File: src/rtl/lpht_ram.sv
// Generic simple dual-port RAM with registered read data.
`default_nettype none

module lpht_ram #(
  parameter int WIDTH = 8,
  parameter int DEPTH = 256
) (
  input  wire logic                     clk,
  input  wire logic                     we,
  input  wire logic [$clog2(DEPTH)-1:0] waddr,
  input  wire logic [WIDTH-1:0]         wdata,
  input  wire logic [$clog2(DEPTH)-1:0] raddr,
  output logic      [WIDTH-1:0]         rdata
);

  logic [WIDTH-1:0] mem [DEPTH];

  always_ff @(posedge clk) begin
    if (we) begin
      mem[waddr] <= wdata;
    end
    rdata <= mem[raddr];
  end

endmodule

`default_nettype wire

File: config.mk
export PLATFORM = sky130hd
export DESIGN_NAME = lpht_ram
export DESIGN_NICKNAME = d
export VERILOG_FILES = /design/src/rtl/lpht_ram.sv
export SDC_FILE = /design/constraint.sdc
export NUM_CORES = 2
export LEC_CHECK = 0
export BUFFER_PORTS_ARGS = -buffer_cell sky130_fd_sc_hd__buf_2
export CORE_AREA = 4 4 379 381
export DETAILED_ROUTE_END_ITERATION = 10
export DIE_AREA = 0 0 383 385
export GPL_ROUTABILITY_DRIVEN = 0
export HOLD_SLACK_MARGIN = 0.15
export PLACE_DENSITY = 0.75
export SLEW_MARGIN = 5
export SYNTH_ARGS = -nofsm -noshare
export SYNTH_HDL_FRONTEND = slang
export SYNTH_SLANG_ARGS = --single-unit
File: constraint.sdc
create_clock -name clk -period 2.6 [get_ports clk]
set_input_delay 0.78 -clock clk [delete_from_list [all_inputs] [get_ports clk]]
set_output_delay 0.78 -clock clk [all_outputs]
set_load 0.02 [all_outputs]
==> out/results.txt <==
Critical Path Start Type -> primary input
Max_slew headroom -> 0.574
Root buf cell -> clkbuf_16
Hold Path Class -> in -> reg
Pre-CTS setup slack -> -1.19 ns
Total of max-cap violations -> 0
Overflow after GRT -> 0
Final Hold Viols -> 0
Power Total -> 68.6 mW
Failing checks -> setup timing
Distinct cell type count after synthesis -> 55
Detail Route Antenna Nets -> 0
Hold_buf cts -> 0
Worst VDD drop -> 0.877 mV
Fillcell total -> 8572
Initial antenna violation count -> 11
Final Slew Violations -> 0
DP Area -> 0.0872 mm^2
Seq/Total Area, Yosys -> 0.775
CTS tree -> built
All-Layer GR Usage -> 0.280
Most frequent cells in the layout -> 2048 x edfxtp_1, 634 x buf_4, 454 x mux4_2, 279 x nor2_1, 196 x clkbuf_16
Area contributors post-synth -> edfxtp_1 77%, mux4_2 13%, mux2i_1 1.7%
Io pins -> 34
Worst Path Arrival -> 3.35 ns
Fin nets -> 4474
Die H -> 385 um
Initial core utilization -> 0.566
Clock transition at path regs -> 0.06 ns
Hpwl dp -> 129000 um
Tmin final -> 2.62 ns
Max stage delay on crit path -> 0.57 ns
Syn nets -> 3759
Port Buffers -> 33
Pwr Density -> 732 mW/mm^2
Cts bufs inserted -> 194
Critical Path RT -> 3.33 ns
Fin crit share -> 1.01
Share of Yosys cell area claimed by the top area cell type -> 0.773
Row count -> 138
Ys async rst share -> 0
Clk sink count -> 2056
Synth area leader -> edfxtp_1
Setup Skew -> 0.0441 ns
Post-synth EDFFs -> 2048
Vias/cell -> 6.55
Worst setup path category -> in -> reg
Final WS setup -> -0.0189 ns
Core Box Area -> 0.141 mm^2
Crit path capture type -> flip-flop
Vias after detailed routing -> 42600
Clock Tree Buf Depth -> 3
Worst-margin pin slew -> 0.623 ns
Largest net degree at the start of global routing -> 97
Die ar. -> 0.147 mm^2
Hold WS -> 0.286 ns
# setup viols final -> 1
Max Freq -> 382 MHz
Layout cells sized above 1 -> 0.330
Later-pin clock latency in the skew report -> 0.84 ns
Initial DRC Count -> 6419
P&R area growth vs syn -> 17.9%
WP buf/inv -> 5
DR top layer -> met5
Layout Cells excl Fill -> 6507
H-Tree Depth -> 4
Die width -> 383 um
Primary flip-flop cell chosen by synthesis mapping -> edfxtp_1
WL met1 -> 72800 um
DR DRC count -> 0
Final Cell Area -> 0.0938 mm^2
Wire length per cell -> 31.2 um
Global-route wire length before repair -> 298000 um
Most common cell after layout, fill and taps aside -> edfxtp_1
Synth Instances -> 3733
Post-Route WL -> 203000 um
Length of routed met2 wiring -> 97000 um
CP Cell Sequence -> buf_16 > buf_16 > buf_4 > buf_6 > mux4_2 > a22oi_1 > a21oi_2 > nor4_4 > buf_4 > nor4_2
Synthesis warning total -> 0
Inst Count DP -> 6136
Critical path peak fanout -> 17
Outcome -> finished with violations
Synth Cell Area -> 0.0796 mm^2
Slowest CP cell -> nor4_4
Top Family by Delay on Critical Path -> buffers and inverters
Flops & latches, synth -> 2056
DR WL met3 -> 24100 um
First drt pass iteration count -> 6
Synthesized area per cell -> 21.3 um^2
Via count of the first global-routing pass -> 43200
Standby leakage power -> 30.6 nW
-- repair_timing --
action,in CTS,in global routing
endpoints found under the setup margin,7,7
pin swaps,1,2
gates resized for setup,10,14
buffers inserted,0,4
gates cloned,0,2
-- cell families (layout without fill, tap and decap cells) --
family	after synthesis	count (layout)	share of synthesized area
flops	2056	2056	0.775
buf+inv	235	1114	0.0183
simple gates	466	466	0.0263
mux	591	591	0.146
compound gates	385	385	0.0342
other cells	0	5	0
-- cell type report --
class	instances	area (um^2)	area share
Sequential cell	2056	61700	0.657
Antenna cell	5	12.5	0.000133
Clock inverter	108	1210	0.0130
Inverter	2	7.51	0.0000800
Clock buffer	252	5180	0.0553
Tap cell	1890	2360	0.0252
Multi-Input combinational cell	1442	16600	0.177
Timing Repair Buffer	752	6750	0.0720
-- sequential cells by signal, summed over array words and instances (netlist names) --
signal,count
rdata,8
mem,2048
-- per-layer routing --
layer / up-vias / global-route usage
met5: - / 0
met4: 8 / 0.115
met3: 496 / 0.0651
met2: 2983 / 0.434
met1: 22000 / 0.390
li1: 17100 / -
-- through the flow --
stage,utilization,TNS [ns]
after global routing,0.667,-0.00336
after global placement,0.620,-7.79
after detailed placement,0.620,-8.02
final,0.667,-0.0189
after CTS,0.666,-0.0109
after floorplan,-,-0.0428
-- Yosys cell counts (24+ instances only) --
cell,number
clkbuf_1,111
mux4_2,454
buf_4,27
o221ai_1,46
o22ai_1,28
mux2i_1,134
edfxtp_1,2048
nor2_1,282
a22oi_1,133
nand2_1,33
nor2b_1,31
nand3_1,34
nor4_1,24
buf_2,31
a21oi_1,96
-- power by group --
group	internal [mW]	switching, mW	leakage [nW]
clock network	15.9	12.2	3.10
registers	36.5	0.0795	18.5
logic	1.59	2.32	9.01
total	54.0	14.6	30.6
-- path summary, 6_finish.rpt --
check | start | endpoint | slack [ns] | cells after the start
setup / recovery | raddr[0] | rdata[0] | -0.02 | 10
hold / removal | wdata[3] | mem[130][3] | 0.29 | 1
setup reg to reg | mem[71][1] | rdata[1] | 0.17 | 6
hold reg to reg | mem[102][7] | rdata[7] | 1.13 | 6
Power figures use the tool's default switching activity.
