**src/rtl/lpht_pkg.sv**
```systemverilog
// Shared widths, codes and types of the linear probing hash table.
`default_nettype none

package lpht_pkg;

  localparam int KEY_W  = 31;  // record key
  localparam int CFG_W  = 9;   // slot counts, item counts, config registers
  localparam int TAG_W  = 2;   // slot tag
  localparam int ST_W   = 3;   // result status
  localparam int FN_W   = 2;   // operation code

  // Remainder unit: dividend padded to DIV_W, RADIX_BITS quotient bits per cycle.
  localparam int DIV_W      = 32;
  localparam int RADIX_BITS = 4;

  typedef logic [KEY_W-1:0] key_t;
  typedef logic [CFG_W-1:0] cfg_t;
  typedef logic [TAG_W-1:0] tag_t;
  typedef logic [ST_W-1:0]  status_t;
  typedef logic [FN_W-1:0]  func_t;

  localparam func_t FN_INSERT = 2'd0;
  localparam func_t FN_DELETE = 2'd1;
  localparam func_t FN_SEARCH = 2'd2;

  localparam tag_t TAG_EMPTY = 2'd0;
  localparam tag_t TAG_LIVE  = 2'd1;
  localparam tag_t TAG_GONE  = 2'd2;

  localparam status_t ST_INSERTED = 3'd0;
  localparam status_t ST_FULL     = 3'd1;
  localparam status_t ST_REMOVED  = 3'd2;
  localparam status_t ST_MISSING  = 3'd3;
  localparam status_t ST_FOUND    = 3'd4;

endpackage

`default_nettype wire

```
**src/rtl/lpht_mod.sv**
```systemverilog
// Multi-cycle remainder unit: key modulo the slot count, four bits a cycle.
`default_nettype none

module lpht_mod (
  input  wire logic          clk,
  input  wire logic          rst_n,
  input  wire logic          start,
  input  wire lpht_pkg::key_t dividend,
  input  wire lpht_pkg::cfg_t divisor,
  output logic               done,
  output lpht_pkg::cfg_t     rem
);
  import lpht_pkg::*;

  localparam int STEPS  = DIV_W / RADIX_BITS;
  localparam int STEP_W = $clog2(STEPS);

  logic              busy_r;
  logic              done_r;
  logic [STEP_W-1:0] step_r;
  logic [DIV_W-1:0]  dv_r, dv_nxt;
  cfg_t              dsr_r;
  cfg_t              rem_r, rem_nxt;
  logic [CFG_W:0]    trial;

  // Restoring remainder: the partial remainder stays below the divisor, so
  // one compare and subtract settles each bit.
  always_comb begin
    rem_nxt = rem_r;
    dv_nxt  = dv_r;
    trial   = '0;
    for (int i = 0; i < RADIX_BITS; i++) begin
      trial = {rem_nxt, dv_nxt[DIV_W-1]};
      if (trial >= {1'b0, dsr_r}) begin
        trial = trial - {1'b0, dsr_r};
      end
      rem_nxt = trial[CFG_W-1:0];
      dv_nxt  = {dv_nxt[DIV_W-2:0], 1'b0};
    end
  end

  always_ff @(posedge clk) begin
    if (!rst_n) begin
      busy_r <= 1'b0;
      done_r <= 1'b0;
      step_r <= '0;
    end else begin
      done_r <= 1'b0;
      if (start) begin
        busy_r <= 1'b1;
        step_r <= '0;
      end else if (busy_r) begin
        step_r <= step_r + STEP_W'(1);
        if (step_r == STEP_W'(STEPS - 1)) begin
          busy_r <= 1'b0;
          done_r <= 1'b1;
        end
      end
    end
  end

  always_ff @(posedge clk) begin
    if (start) begin
      dv_r  <= {1'b0, dividend};
      rem_r <= '0;
      dsr_r <= divisor;
    end else if (busy_r) begin
      dv_r  <= dv_nxt;
      rem_r <= rem_nxt;
    end
  end

  assign done = done_r;
  assign rem  = rem_r;

endmodule

`default_nettype wire

```
**config.mk**
```make
export PLATFORM = sky130hd
export DESIGN_NAME = lpht_mod
export DESIGN_NICKNAME = d
export VERILOG_FILES = /design/src/rtl/lpht_pkg.sv /design/src/rtl/lpht_mod.sv
export SDC_FILE = /design/constraint.sdc
export NUM_CORES = 1
export LEC_CHECK = 0
export ABC_AREA = 1
export BUFFER_PORTS_ARGS = -buffer_cell sky130_fd_sc_hd__buf_2
export CAP_MARGIN = 30
export CORE_ASPECT_RATIO = 2
export CORE_UTILIZATION = 30
export CTS_BUF_LIST = sky130_fd_sc_hd__clkbuf_2
export CTS_CLUSTER_SIZE = 40
export DETAILED_ROUTE_END_ITERATION = 6
export GPL_TIMING_DRIVEN = 0
export PLACE_DENSITY_LB_ADDON = 0.25
export SLEW_MARGIN = 20
export SYNTH_ARGS = -nofsm -noshare
export SYNTH_HDL_FRONTEND = slang
export SYNTH_SLANG_ARGS = --single-unit
export TNS_END_PERCENT = 100
```
**constraint.sdc**
```tcl
create_clock -name clk -period 7.4 [get_ports clk]
set_input_delay 0.74 -clock clk [delete_from_list [all_inputs] [get_ports clk]]
set_output_delay 0.74 -clock clk [all_outputs]
set_load 0.03 [all_outputs]
```
==> metrics, run 1 <==
max cap viols=0; Slowest-stage cell, CP=edfxtp_1; Final Wtd Congestion=0.8583; Seq/Total Area, Yosys=34.53%; status=finished, final reports clean; Slew Viols, Final=0; Min-Delay Path Class=input pin to register; Yosys warning count=0; multi-input logic area=2582 um^2; Clk Latency, worst-skew pair=0.47 ns; synth top area cells=edfxtp_1, nand2_1, ha_1; final WL=11890 um; IO buf count=52; clk root buf=clkbuf_2; antenna-violating nets left=0; P&R area growth vs syn=16.81%; register area=1501 um^2; Pre-antenna DRT Iters=4; crit path time final=6.952 ns; DIE AREA=15010 um^2; worst-path maximum fanout=10; TritonCTS clock tree=done; GRT Total Usage=16.47%; share of cells above drive strength 1=19.69%; Worst-path clk slew=0.30 ns; Setup-failing EPs final=0; DP Area=4845 um^2; crit start category=register; Syn Area/Cell=7.535 um^2; Synth Register Bits=55; clk buf depth=2; NumNets Final=729; hold path depth=1; H-Tree Depth=2; IO Pins=53; vias per cell=4.648; Initial Utilization=30.96%; pin count of the biggest net entering global routing=34; pre-CTS setup slack=-0.6333 ns; initial antenna violation count=1; CP most frequent cell=nand2_1; final std cells w/o fill=835; Core Util, Final=36.16%; Mapped Cells=577; clock skew=0.01648 ns; total gr overflow=0; Setup CP Type=register to register; FF-to-FF path depth=41; Syn Nets=662; Setup crit end kind=register; slack of the critical path=0.4480 ns; crit-path max cell delay=0.47 ns; TritonCTS buffer count=5; first-pass GRT wire length=18350 um; Cell Area, Synth=4348 um^2; Post-route DRC=0; fillcell total=1538; Final Hold Vio Count=0; Data required, critical path=7.82 ns; Inst Count DP=818; Reg2Reg Setup Slack=0.45 ns; via count=3881; fin area=5079 um^2; worst-margin pin slew=0.8700 ns; core area=14040 um^2; Synth top area share=27.63%; largest area contributor in the netlist=edfxtp_1; DP HPWL=9583 um; Tcrit/Tclk final=93.95%; first-iteration detailed-routing DRC count=132; vias in the first global route=3921; die height=172.3 um; Cell variety after synth=41; Arrival @ worst endpoint=7.38 ns; num rows=61; clock sink count=55; maximum clock rate=143.8 MHz; DR WL/cell=14.24 um; Worst slew margin=41.79%; Die X-Extent=87.13 um; Post-CTS Hold Fix Bufs=0
==> cell usage after synthesis (all sizes together) <==
| cell | number |
|---|---|
| dfxtp | 15 |
| nand2 | 238 |
| edfxtp | 40 |
| o21bai | 2 |
| o21ai | 18 |
| nor2 | 21 |
| o31a | 1 |
| a21oi | 26 |
| xor2 | 15 |
| a31oi | 3 |
| clkbuf | 6 |
| xnor2 | 10 |
| nand3b | 1 |
| nand3 | 34 |
| inv | 82 |
| buf | 4 |
| fa | 4 |
| a21o | 1 |
| ha | 38 |
| nand4 | 8 |
| o21a | 2 |
| nor3 | 5 |
| and3 | 1 |
| or2 | 2 |
==> final timing paths <==
| check | from | to |
|---|---|---|
| worst max-delay path | dsr_r[1] | rem[8] |
| worst min-delay path | divisor[2] | dsr_r[2] |
| worst max register to register | dsr_r[1] | rem[8] |
| worst min register to register | step_r[1] | step_r[1] |
==> area by class of cell <==
cell class / count / share of cell area [%]
multi-input cells: 430 / 50.85
flip-flops and latches: 55 / 29.56
repair buffers: 60 / 6.307
inverters: 82 / 6.282
well taps: 189 / 4.656
clock inverters: 3 / 0.9362
plain buffers: 10 / 0.8623
clock buffers: 5 / 0.4927
diodes: 1 / 0.04927
==> state kept, by name (all words and copies together) (netlist names) <==
signal and count:
done 1, dsr_r 9, busy_r 1, step_r 3
rem 9, dv_r 32
==> worst max-delay path: cells and delay by family (launching register included) <==
kind	cells	cell delay, ns
buf+inv	8	0.90
compound gates	9	1.65
fa+ha+maj	4	1.52
flops	1	0.47
simple gates	20	2.36
==> per-layer routing <==
layer | routed length (um) | share of wire (%) | vias to the layer above | global-route usage (%)
li1 | - | - | 1984 | -
met1 | 3959 | 33 | 1749 | 14.01
met2 | 6467 | 54 | 106 | 32.59
met3 | 412 | 3.5 | 42 | 1.909
met4 | 1054 | 8.9 | 0 | 13.76
met5 | 0 | 0 | - | 0
==> cells by family (layout without fill, tap and decap cells) <==
logic type / Yosys count / count (layout) / synth area share, %
xor gates and xnor gates: 25 / 25 / 5.036
DFF: 55 / 55 / 34.53
and+or+nand+nor: 310 / 310 / 32.20
adders and majority gates: 42 / 42 / 12.78
buffers and inverters: 92 / 160 / 8.201
other: 0 / 1 / 0
AOI/OAI and AO/OA: 53 / 53 / 7.252
==> timing repair <==
| action | in CTS | in global routing |
|---|---|---|
| setup endpoints to repair | 9 | 9 |
| resized for setup | 15 | 15 |
| pin swaps | 2 | 5 |
| buffers inserted | 2 | 6 |
==> metrics by stage <==
step,hold WS [ns],setup TNS (ns)
2_1_floorplan,0.4215,0
6_report,0.4267,0
5_1_grt,0.3696,-0.03111
4_1_cts,0.3888,0
3_5_place_dp,0.4618,-5.173
3_3_place_gp,0.4364,-3.608
==> layout by cell type, fill, tap and decap left out, types with 3 or more instances in the layout <==
cell / count
a21oi_1: 21
a21oi_2: 3
buf_2: 54
buf_4: 9
clkbuf_1: 6
clkbuf_2: 5
dfxtp_1: 15
edfxtp_1: 40
fa_1: 3
ha_1: 36
inv_1: 72
inv_2: 7
nand2_1: 224
nand2_2: 7
nand2_4: 7
nand3_1: 28
nand3_2: 3
nand3_4: 3
nand4_1: 8
nor2_1: 16
nor2_4: 3
nor3_1: 3
o21ai_0: 5
o21ai_1: 5
o21ai_2: 7
xnor2_1: 10
xor2_1: 15
Power of run 1 is left out: the tool's default activity adds up to more than one toggle a clock period on the data nets, which glitch-free logic cannot reach.
==> run 2, diff against run 1 <==
Settings changed: BUFFER_PORTS_ARGS -buffer_cell sky130_fd_sc_hd__buf_2 to not set, CORE_MARGIN set to 5, DONT_BUFFER_PORTS set to 1.
==> run 2 against run 1 <==
Cell count fell by 5.1%. Non-clock buffer count down 46. Largest cell class unchanged. Sequential share of layout area rose by 1.5 points. Via count down 5.0%. Die area is 14% higher. Highest routed layer unchanged. Routed wire length is 0.66% higher. Clock skew rose by 0.023 ns. Cell area is 3.7% lower. Worst hold slack got worse by 0.072 ns. Sequential cell count did not move.
==> metrics, run 2 (synthesized netlist as in run 1, its figures left out) <==
Post-route DRC=0 (unchanged); Hold WS=0.3547 ns (-0.07198 ns); Slowest-stage cell, CP=edfxtp_1; vias per cell=4.654 (+0.13%); pre-CTS setup slack=-0.4237 ns (+0.2096 ns); core area=14270 um^2 (+1.6%); final WL=11970 um (+0.66%); status=finished, final reports clean; initial antenna violation count=1 (unchanged); DR WL/cell=15.11 um (+6.1%); clock skew=0.03934 ns (+0.02285 ns); num rows=62 (+1.6%); TritonCTS clock tree=done; Setup CP Type=register to register; IO buf count=0 (-100%); crit path launch=dsr_r[0]; first-pass GRT wire length=18710 um (+2.0%); DIE AREA=17150 um^2 (+14%); fillcell total=1565 (+1.8%); worst-margin pin slew=0.7512 ns (-0.1187 ns); Setup-failing EPs final=0 (unchanged); multi-input logic area=2592 um^2 (+0.39%); Initial Utilization=30.46% (-0.50 points); family with the most delay on the worst path=simple AND/OR/NAND/NOR gates; Arrival @ worst endpoint=7.50 ns (+0.12 ns); crit path time final=7.030 ns (+0.07845 ns); clock sink count=55 (unchanged); Die X-Extent=95.13 um (+9.2%); Biggest register=dv_r; CP most frequent cell=nand2_1; Min-Delay Path Class=input pin to register; first-iteration detailed-routing DRC count=148 (+12%); P&R area growth vs syn=12.46%; crit-path max cell delay=0.49 ns (+0.02 ns); NumNets Final=683 (-6.3%); max cap viols=0 (unchanged); Worst slew margin=49.73% (+7.9 points); via count=3686 (-5.0%); pin count of the biggest net entering global routing=34 (unchanged); Final Wtd Congestion=0.8629 (+0.54%); GRT Total Usage=14.34% (-2.1 points); vias in the first global route=3818 (-2.6%); most frequent cells in the layout=nand2_1, inv_1, edfxtp_1; crit start category=register; Final Hold Vio Count=0 (unchanged); register area=1519 um^2 (+1.2%); Clk Latency, worst-skew pair=0.49 ns (+0.02 ns); share of cells above drive strength 1=15.03% (-4.7 points); Setup crit end kind=register; total gr overflow=0 (unchanged); clk root buf=clkbuf_2; Hold Startpoint=divisor[5]; die height=180.3 um (+4.6%); max reg flops=32 (unchanged); H-Tree Depth=2 (unchanged); Pre-antenna DRT Iters=5 (+1); Data required, critical path=7.87 ns (+0.05 ns); DP HPWL=9742 um (+1.7%); Slew Viols, Final=0 (unchanged); worst-path maximum fanout=10 (unchanged); maximum clock rate=142.2 MHz (-1.1%); clk buf depth=2 (unchanged); antenna-violating nets left=0 (unchanged); IO Pins=53 (unchanged); Tcrit/Tclk final=95.01% (+1.1 points); slack of the critical path=0.3696 ns (-0.07845 ns); crit path buf inv count=9 (+1); Worst-path clk slew=0.31 ns (about the same); commonest non-fill, non-tap cell in the layout=nand2_1; TritonCTS buffer count=5 (unchanged); R2R Path Start=dsr_r[0]
-- run 2: cell types whose count changed in the layout (fill, tap and decap cells not counted), moves of 2 or more --
cell     change
dfxtp_2      +5
buf_4        +5
inv_2        +2
dfxtp_1      -8
dfxtp_4      +3
inv_1        -2
a21oi_2      -2
buf_2       -52
-- run 2: per-stage QoR --
step,setup TNS (ns),utilization [%],instances,instance area (um^2)
CTS,0,33.05,782,4717
floorplan,0,-,577,4348
detailed placement,-3.515,32.14,769,4588
global placement,-2.636,32.14,769,4588
global route,-0.03986,34.26,792,4890
finish,0,34.26,792,4890
-- run 2: final timing paths --
check,end,slack (ns),cells after the start
hold / removal,dsr_r[5],0.35,0
setup / recovery,rem[0],0.37,44
hold reg to reg,dv_r[31],0.45,2
setup reg to reg,rem[0],0.37,44
-- run 2: final cells by class --
type                            count  area share (%)
Inverter                           82           6.525
Multi-Input combinational cell    430           53.02
Clock inverter                      3          0.7932
Antenna cell                        1         0.05118
Tap cell                          192           4.913
Clock buffer                        5          0.5118
Timing Repair Buffer               14           2.149
Buffer                             10          0.9724
Sequential cell                    55           31.06
-- run 2: metal layers --
metal,vias up,share of wire [%],global-route usage [%]
met1,1673,33,12.89
met2,93,58,28.64
met5,-,0,0
met4,0,5.5,7.866
met3,32,3.4,2.006
li1,1888,-,-
-- run 2: worst register-to-register path: cells and delay by family (launching register included) --
kind	cells	cell delay (ns)
fa+ha+maj	5	1.68
simple gates	22	2.64
buf+inv	9	0.92
compound gates	8	1.33
flops	1	0.49
-- run 2: what timing repair did --
action / CTS / global route
setup endpoints to repair: 9 / 9
hold buffers: 0 / 0
resized for setup: 12 / 33
buffers inserted: 5 / 9
pin swaps: 2 / 7
Power of run 2 is left out for the same reason.
==> run 3, diff against run 2 <==
Settings changed: ABC_AREA 1 to not set.
==> run 3 against run 2 <==
Synthesized cell count down 34%. Non-clock buffer count increased by 28. Worst hold slack improved by 0.0061 ns. Cell count down 26%. Global-route usage up 0.54 points. First-iteration DRC count down 8.1%. The run now ends with negative setup slack left.
==> metrics, run 3 <==
status=finished with violations; violated checks=negative setup slack; num rows=60 (-3.2%); Final Wtd Congestion=0.8464 (-1.9%); initial antenna violation count=1 (unchanged); clock skew=0.02749 ns (-0.01185 ns); Core Util, Final=38.16% (+3.9 points); Post-CTS Hold Fix Bufs=0 (unchanged); pin count of the biggest net entering global routing=32 (-5.9%); most frequent cells in the layout=edfxtp_1, buf_4, mux2_2; Worst slew margin=33.13% (-17 points); IO buf count=0 (unchanged); Cell variety after synth=51 (+24%); crit path time final=7.764 ns (+0.7331 ns); Tcrit/Tclk final=104.9% (+9.9 points); slack of the critical path=-0.3635 ns (-0.7331 ns); worst-margin pin slew=0.9986 ns (+0.2474 ns); FF-to-FF path depth=34 (-23%); EDFF count, synth=40 (unchanged); Cell Area, Synth=4040 um^2 (-7.1%); Yosys warning count=0 (unchanged); Setup crit end kind=register; Synth Flop Type=edfxtp_1; Clk Latency, worst-skew pair=0.45 ns (-0.04 ns); max cap viols=0 (unchanged); top-count cell post-synth=edfxtp_1; worst-path maximum fanout=7 (-3); TritonCTS buffer count=5 (unchanged); Inst Count DP=537 (-30%); Initial Utilization=30.23% (-0.23 points); NumNets Final=517 (-24%); most instantiated cells after synthesis=edfxtp_1, ha_1, mux2_2; register area=1504 um^2 (-0.99%); CP endpoint=rem[7]; Reg2Reg Setup Slack=-0.36 ns (-0.73 ns); total gr overflow=0 (unchanged); pre-CTS setup slack=-1.447 ns (-1.023 ns); DR WL/cell=20.64 um (+37%); maximum clock rate=128.8 MHz (-9.4%); DP HPWL=9212 um (-5.4%); clk buf depth=2 (unchanged); core area=13360 um^2 (-6.4%); IO Pins=53 (unchanged); antenna-violating nets left=0 (unchanged); crit path launch=dsr_r[0]; vias per cell=5.401 (+16%); die height=174.1 um (-3.4%); Seq/Total Area, Yosys=37.16% (+2.6 points); RSZ-0062 raised after global routing=yes; commonest non-fill, non-tap cell in the layout=edfxtp_1; first-pass GRT wire length=17930 um (-4.2%); DIE AREA=16030 um^2 (-6.5%); fillcell total=1337 (-15%); first-iteration detailed-routing DRC count=136 (-8.1%); Pre-antenna DRT Iters=4 (-1); Slowest-stage cell, CP=or4_1; Synth Register Bits=55 (unchanged); Final Hold Vio Count=0 (unchanged); Arrival @ worst endpoint=8.17 ns (+0.67 ns); multi-input logic area=2833 um^2 (+9.3%); Syn Area/Cell=10.58 um^2 (+40%); Mapped Cells=382 (-34%); GRT Total Usage=14.88% (+0.54 points); Data required, critical path=7.81 ns (-0.06 ns); final std cells w/o fill=589 (-26%); synth top area cells=edfxtp_1, ha_1, mux2_2; Die X-Extent=92.06 um (-3.2%); Async SR Flop Fraction=0% (unchanged); clock sink count=55 (unchanged); max reg flops=32 (unchanged); crit start category=register; Min-Delay Path Class=input pin to register; Biggest register=dv_r; Syn Nets=467 (-29%); vias in the first global route=3332 (-13%); Reg-to-Reg End=rem[7]; share of cells above drive strength 1=37.41% (+22 points); Post-route DRC=0 (unchanged); Slew Viols, Final=0 (unchanged); Synth top area share=29.73% (+2.1 points); crit-path max cell delay=0.55 ns (+0.06 ns); Setup-failing EPs final=9 (+9); P&R area growth vs syn=26.20%; H-Tree Depth=2 (unchanged); Setup CP Type=register to register; R2R Path Start=dsr_r[0]; clk root buf=clkbuf_2; largest area contributor in the netlist=edfxtp_1; final WL=12160 um (+1.5%); TritonCTS clock tree=done; via count=3181 (-14%); Worst-path clk slew=0.27 ns (-0.04 ns)
run 3: cell families after synthesis:
| kind of cell | synth area share, % |
|---|---|
| xor+xnor | 5.420 |
| buf+inv | 3.283 |
| compound gates | 15.73 |
| mux | 14.74 |
| flops | 37.16 |
| fa+ha+maj | 13.75 |
| simple gates | 9.910 |
run 3: layout make-up:
cell class	count	area share [%]
antenna	1	0.04908
timing repair buffer	43	7.117
buffer	9	1.178
clock buffer	6	0.5890
clock inverter	2	0.1472
multi-input combinational	293	55.56
sequential	55	29.50
inverter	25	2.061
tap	155	3.804
run 3: worst max-delay path, delay by kind of cell (launching register included):
| family | cells | cell delay, ns |
|---|---|---|
| buf+inv | 5 | 0.68 |
| mux | 4 | 1.00 |
| compound gates | 15 | 2.97 |
| flops | 1 | 0.52 |
| simple gates | 5 | 1.06 |
| fa+ha+maj | 5 | 1.50 |
run 3: repair_timing:
action | in CTS | in global routing
gates cloned | 1 | 0
setup buffers | 26 | 17
pin swaps | 34 | 25
setup endpoints to repair | 9 | 9
gates resized for setup | 45 | 25
run 3: how the worst min path moves through the flow:
stage	depth (start not counted)	slack [ns]	to	startpoint
3_3_place_gp	2	0.47	dv_r[31]	dv_r[27]
4_1_cts	1	0.28	busy_r	rst_n
2_1_floorplan	2	0.46	dv_r[31]	dv_r[27]
5_1_grt	1	0.29	busy_r	rst_n
3_5_place_dp	2	0.48	dv_r[31]	dv_r[27]
6_report	1	0.36	busy_r	rst_n
run 3: metal layers:
metal | global-route usage [%] | wire (um) | vias to the layer above
li1 | - | - | 1516
met1 | 12.39 | 3800 | 1545
met2 | 30.19 | 7094 | 84
met3 | 2.555 | 428 | 36
met4 | 10.05 | 833 | 0
met5 | 0 | 0 | -
run 3: through the flow:
step / instance area, um^2 / TNS [ns] / hold WS, ns
after floorplan: 4182 / 0 / 0.4563
after global placement: 4375 / -11.40 / 0.4718
after detailed placement: 4375 / -11.86 / 0.4812
after CTS: 4866 / -3.444 / 0.2835
after global routing: 5099 / -5.131 / 0.2947
final: 5099 / -2.848 / 0.3608
Power of run 3 is left out for the same reason.
